## config.mk

```make
export PLATFORM = sky130hd
export DESIGN_NAME = sob_div
export DESIGN_NICKNAME = d
export VERILOG_FILES = /design/src/design/sob_pkg.sv /design/src/design/sob_div.sv
export SDC_FILE = /design/constraint.sdc
export NUM_CORES = 2
export LEC_CHECK = 0
export CORE_ASPECT_RATIO = 0.8
export CORE_MARGIN = 8
export CORE_UTILIZATION = 60
export CTS_CLUSTER_DIAMETER = 100
export DETAILED_ROUTE_END_ITERATION = 7
export DONT_BUFFER_PORTS = 1
export PLACE_DENSITY = 0.79
export SLEW_MARGIN = 20
export SYNTH_ARGS = -nofsm -noshare
export SYNTH_HDL_FRONTEND = slang
export SYNTH_SLANG_ARGS = --single-unit
```

## constraint.sdc

```tcl
create_clock -name i_clk -period 15.4 [get_ports i_clk]
set_clock_uncertainty 0.15 [all_clocks]
set_input_delay 0.77 -clock i_clk [delete_from_list [all_inputs] [get_ports i_clk]]
set_output_delay 0.77 -clock i_clk [all_outputs]
set_load 0.005 [all_outputs]
```

## src/design/sob_pkg.sv

```systemverilog
`default_nettype none
package sob_pkg;

    localparam int QUO_W      = 32;
    localparam int NUM_W      = 52;
    localparam int DEN_W      = 16;
    localparam int DIV_STEP   = 4;
    localparam int DIV_STAGES = QUO_W / DIV_STEP;
    localparam int LO_W       = 37;

    localparam logic signed [31:0] T_MAX = 32'sh7fff_ffff;
    localparam logic signed [31:0] T_MIN = 32'sh8000_0000;

    typedef enum logic [2:0] {
        CFG_CENTER_XY = 3'd0,
        CFG_CENTER_Z  = 3'd1,
        CFG_HALF_XY   = 3'd2,
        CFG_HALF_Z    = 3'd3,
        CFG_ROW0      = 3'd4,
        CFG_ROW1      = 3'd5,
        CFG_ROW2      = 3'd6
    } t_cfg_idx;

    typedef struct packed {
        logic [NUM_W-1:0] rem;
        logic [QUO_W-1:0] quo;
        logic [DEN_W-1:0] den;
        logic             neg;
        logic             ovf;
    } t_div;

    typedef struct packed {
        logic signed [2:0][LO_W-1:0] lo;
        logic signed [2:0][15:0]     ld;
        logic [2:0]                  zero;
        logic [30:0]                 len;
        logic                        miss;
    } t_side;

    function automatic logic signed [31:0] sat38(input logic signed [37:0] v);
        logic signed [31:0] r;
        if (v > 38'(T_MAX)) begin
            r = T_MAX;
        end else if (v < 38'(T_MIN)) begin
            r = T_MIN;
        end else begin
            r = 32'(v);
        end
        return r;
    endfunction

endpackage
`default_nettype wire

```

## src/design/sob_div.sv

```systemverilog
`default_nettype none
module sob_div import sob_pkg::*; (
    input  wire logic               i_clk,
    input  wire t_div               i_req,
    output logic signed [QUO_W-1:0] o_t
);

    t_div r_st [DIV_STAGES];
    t_div n_st [DIV_STAGES];
    t_div w_last;

    always_comb begin
        t_div             cur;
        int               sh;
        logic [NUM_W-1:0] dsh;
        for (int s = 0; s < DIV_STAGES; s++) begin
            if (s == 0) begin
                cur = i_req;
            end else begin
                cur = r_st[s-1];
            end
            for (int b = 0; b < DIV_STEP; b++) begin
                sh  = QUO_W - 1 - (s * DIV_STEP + b);
                dsh = NUM_W'(cur.den) << sh;
                if (cur.rem >= dsh) begin
                    cur.rem     = cur.rem - dsh;
                    cur.quo[sh] = 1'b1;
                end
            end
            n_st[s] = cur;
        end
    end

    always_ff @(posedge i_clk) begin
        for (int s = 0; s < DIV_STAGES; s++) begin
            r_st[s] <= n_st[s];
        end
    end

    assign w_last = r_st[DIV_STAGES-1];

    always_comb begin
        if (w_last.ovf) begin
            o_t = w_last.neg ? T_MIN : T_MAX;
        end else if (!w_last.neg) begin
            o_t = w_last.quo[QUO_W-1] ? T_MAX : $signed(w_last.quo);
        end else if (w_last.quo > {1'b1, {(QUO_W-1){1'b0}}}) begin
            o_t = T_MIN;
        end else begin
            o_t = $signed(-w_last.quo);
        end
    end

endmodule
`default_nettype wire

```

==> impl_metrics.env <==
export IMPL_finalSetupViolations=0
export IMPL_wl_per_cell_um=20.8
export IMPL_multi_input_area_mm2=0.0462
export IMPL_grt_pass1_vias=58337
export IMPL_slowest_stage="or4_1"
export IMPL_crit_top_cell="a21o_1"
export IMPL_synth_top_area_share_pct=23.6
export IMPL_slew_violations=0
export IMPL_clkSlewWorstSetupHoldPaths_ps=70
export IMPL_timing_final_crit_share_pct=95.0
export IMPL_worstSkewPairLatency_ps=680
export IMPL_relSlewSlack_pct=29.5
export IMPL_ys_flop_type="dfxtp_1"
export IMPL_core_area_mm2=0.105
export IMPL_synthToLayoutAreaGrowth_pct=8.46
export IMPL_cts_tree="done"
export IMPL_critPathRequiredTime_ps=15770
export IMPL_initial_utilization_pct=60.7
export IMPL_die_x_um=380
export IMPL_die_area_mm2=0.117
export IMPL_worst_slew_pin_slew_ps=1050
export IMPL_synth_fp_nets=8924
export IMPL_final_layout_size_suffix_gt1_share_pct=6.24
export IMPL_numClockSinks=748
export IMPL_hpwl_mm=163
export IMPL_drc=0
export IMPL_top_register="r_st"
export IMPL_drt_first_iter_violations=6938
export IMPL_syn_inst=8277
export IMPL_startpoint_type="flip-flop"
export IMPL_worstPathArrival_ps=14990
export IMPL_antenna_left=0
export IMPL_synth_seq_cells=748
export IMPL_reg2reg_setup_slack_ps=780
export IMPL_fillers=8993
export IMPL_hold_path_class="primary input to flip-flop"
export IMPL_pin_count=135
export IMPL_largest_register_ffs=748
export IMPL_grt_usage_pct=32.7
export IMPL_regArea_mm2=0.0150
export IMPL_yosysWarnings=0
export IMPL_syn_avg_cell_area_um2=7.67
export IMPL_ys_seq_area_share_pct=23.6
export IMPL_post_route_min_period_ps=14620
export IMPL_cts_root_buf="clkbuf_16"
export IMPL_cap_violations=0
export IMPL_whs_ps=49.8
export IMPL_routabilityCongestion=1.01
export IMPL_status="complete, no violations"
export IMPL_die_y_um=307
export IMPL_reg_largest_list="r_st: 748 flops"
export IMPL_async_reset_ff_share_pct=0
export IMPL_synth_area_leader_cell="dfxtp_1"
export IMPL_routed_via_count=63730
export IMPL_grt_pass1_wl_mm=317
export IMPL_timing_fmax_mhz=68.4
export IMPL_drt_total_wl_mm=204
export IMPL_synth_edf_count=0
export IMPL_grt_max_degree=64
export IMPL_hold_violations=0
export IMPL_via_per_inst=6.52
export IMPL_cts_buffer_depth=3
export IMPL_synthTopCellsByCount="nor2_1, dfxtp_1, nand2_1"
export IMPL_netlist_area_mm2=0.0635
export IMPL_placementRows=106
export IMPL_io_buffers=0
export IMPL_endpoint_kind="flip-flop"
export IMPL_numCtsBuffers=76
export IMPL_antenna_found_initial=12
export IMPL_dr_pass1_iters=6
export IMPL_nets=8957
export IMPL_max_stage_delay_ps=590
export IMPL_cp_max_fo=36
export IMPL_htree_levels=3
export IMPL_yosysMostFrequentCell="nor2_1"
export IMPL_synth_cell_types=109
export IMPL_ys_top_cells_by_area="dfxtp_1, ha_1, xnor2_1"
export IMPL_worst_setup_path_type="flip-flop to flip-flop"
export IMPL_grt_ovfl_total=0
[metrics by stage]
step | setup TNS (ps) | instances | utilization [%] | instance area [µm²] | setup WS, ps
6_report | 0 | 9780 | 65.8 | 68900 | 777
5_1_grt | -76.4 | 9778 | 65.8 | 68900 | -33.8
4_1_cts | 0 | 9766 | 65.5 | 68600 | 561
3_5_place_dp | 0 | 9552 | 62.2 | 65100 | 358
3_3_place_gp | 0 | 9552 | 62.2 | 65100 | 663
2_1_floorplan | 0 | 8277 | - | 63500 | 780
[timing repair]
action	in CTS	in global routing
hold buffers	76	0
endpoints found under the setup margin	0	172
hold endpoints to repair	76	0
resized for setup	0	64
setup buffers	0	8
[cell type report]
cell class,instances,area share (%)
flip-flops and latches,748,21.8
multi-input cells,6865,67.0
clock inverters,36,0.676
diodes,6,0.0218
well taps,1404,2.55
inverters,424,2.32
repair buffers,195,2.46
clock buffers,102,3.20
[metal layers]
| metal | share of wire [%] | global-route usage (%) | up-vias | routed length [µm] |
|---|---|---|---|---|
| met5 | 0.011 | 0 | - | 23 |
| met2 | 42 | 49.4 | 3072 | 84800 |
| met4 | 3.1 | 9.57 | 4 | 6250 |
| li1 | - | - | 30298 | - |
| met1 | 45 | 46.8 | 29941 | 91000 |
| met3 | 11 | 7.05 | 415 | 21500 |
[cell usage in the layout (no fill, tap or decap), drive strengths merged, types with 31 or more instances in the layout]
master / count
a211oi: 72
a21boi: 98
a21o: 226
a21oi: 626
a31oi: 96
and2: 87
and3: 82
and4: 44
buf: 119
clkbuf: 102
dfxtp: 748
dlygate4sd3: 76
fa: 31
ha: 513
inv: 431
mux2: 87
mux2i: 49
nand2: 725
nand2b: 119
nand3: 215
nand4: 185
nand4b: 31
nor2: 764
nor2b: 106
nor3: 243
nor3b: 43
nor4: 173
nor4b: 34
o211ai: 59
o21a: 64
o21ai: 517
o21bai: 70
o22ai: 43
o31ai: 95
or2: 54
or3: 118
or4: 74
xnor2: 506
xor2: 260
[worst paths after layout]
path	from	to	depth (start not counted)
worst max-delay path	r_st[1][290]	r_st[1][324]	65
worst min-delay path	i_req[48]	r_st[0][48]	1
worst max register to register	r_st[1][290]	r_st[1][324]	65
worst min register to register	r_st[0][342]	r_st[1][36]	0
[cell families (layout without fill, tap and decap cells)]
family / after synthesis / in the layout / share of synthesized area (%)
fa+ha+maj: 544 / 544 / 11.1
buf+inv: 664 / 757 / 4.07
simple gates: 3163 / 3163 / 25.6
xor+xnor: 766 / 766 / 10.6
other cells: 0 / 6 / 0
mux: 136 / 136 / 2.32
compound gates: 2256 / 2256 / 22.7
flops: 748 / 748 / 23.6
[worst max-delay path, delay by kind of cell (launching register included)]
kind                     cells  cell delay, ps
AO/OA/AOI/OAI               33            6080
AND/OR/NAND/NOR             24            5730
buffers and inverters        5            1160
adder cells (fa/ha/maj)      3             920
flip-flops                   1             360
Power is left out: the tool's default activity adds up to more than one toggle a clock period on the data nets, which glitch-free logic cannot reach.
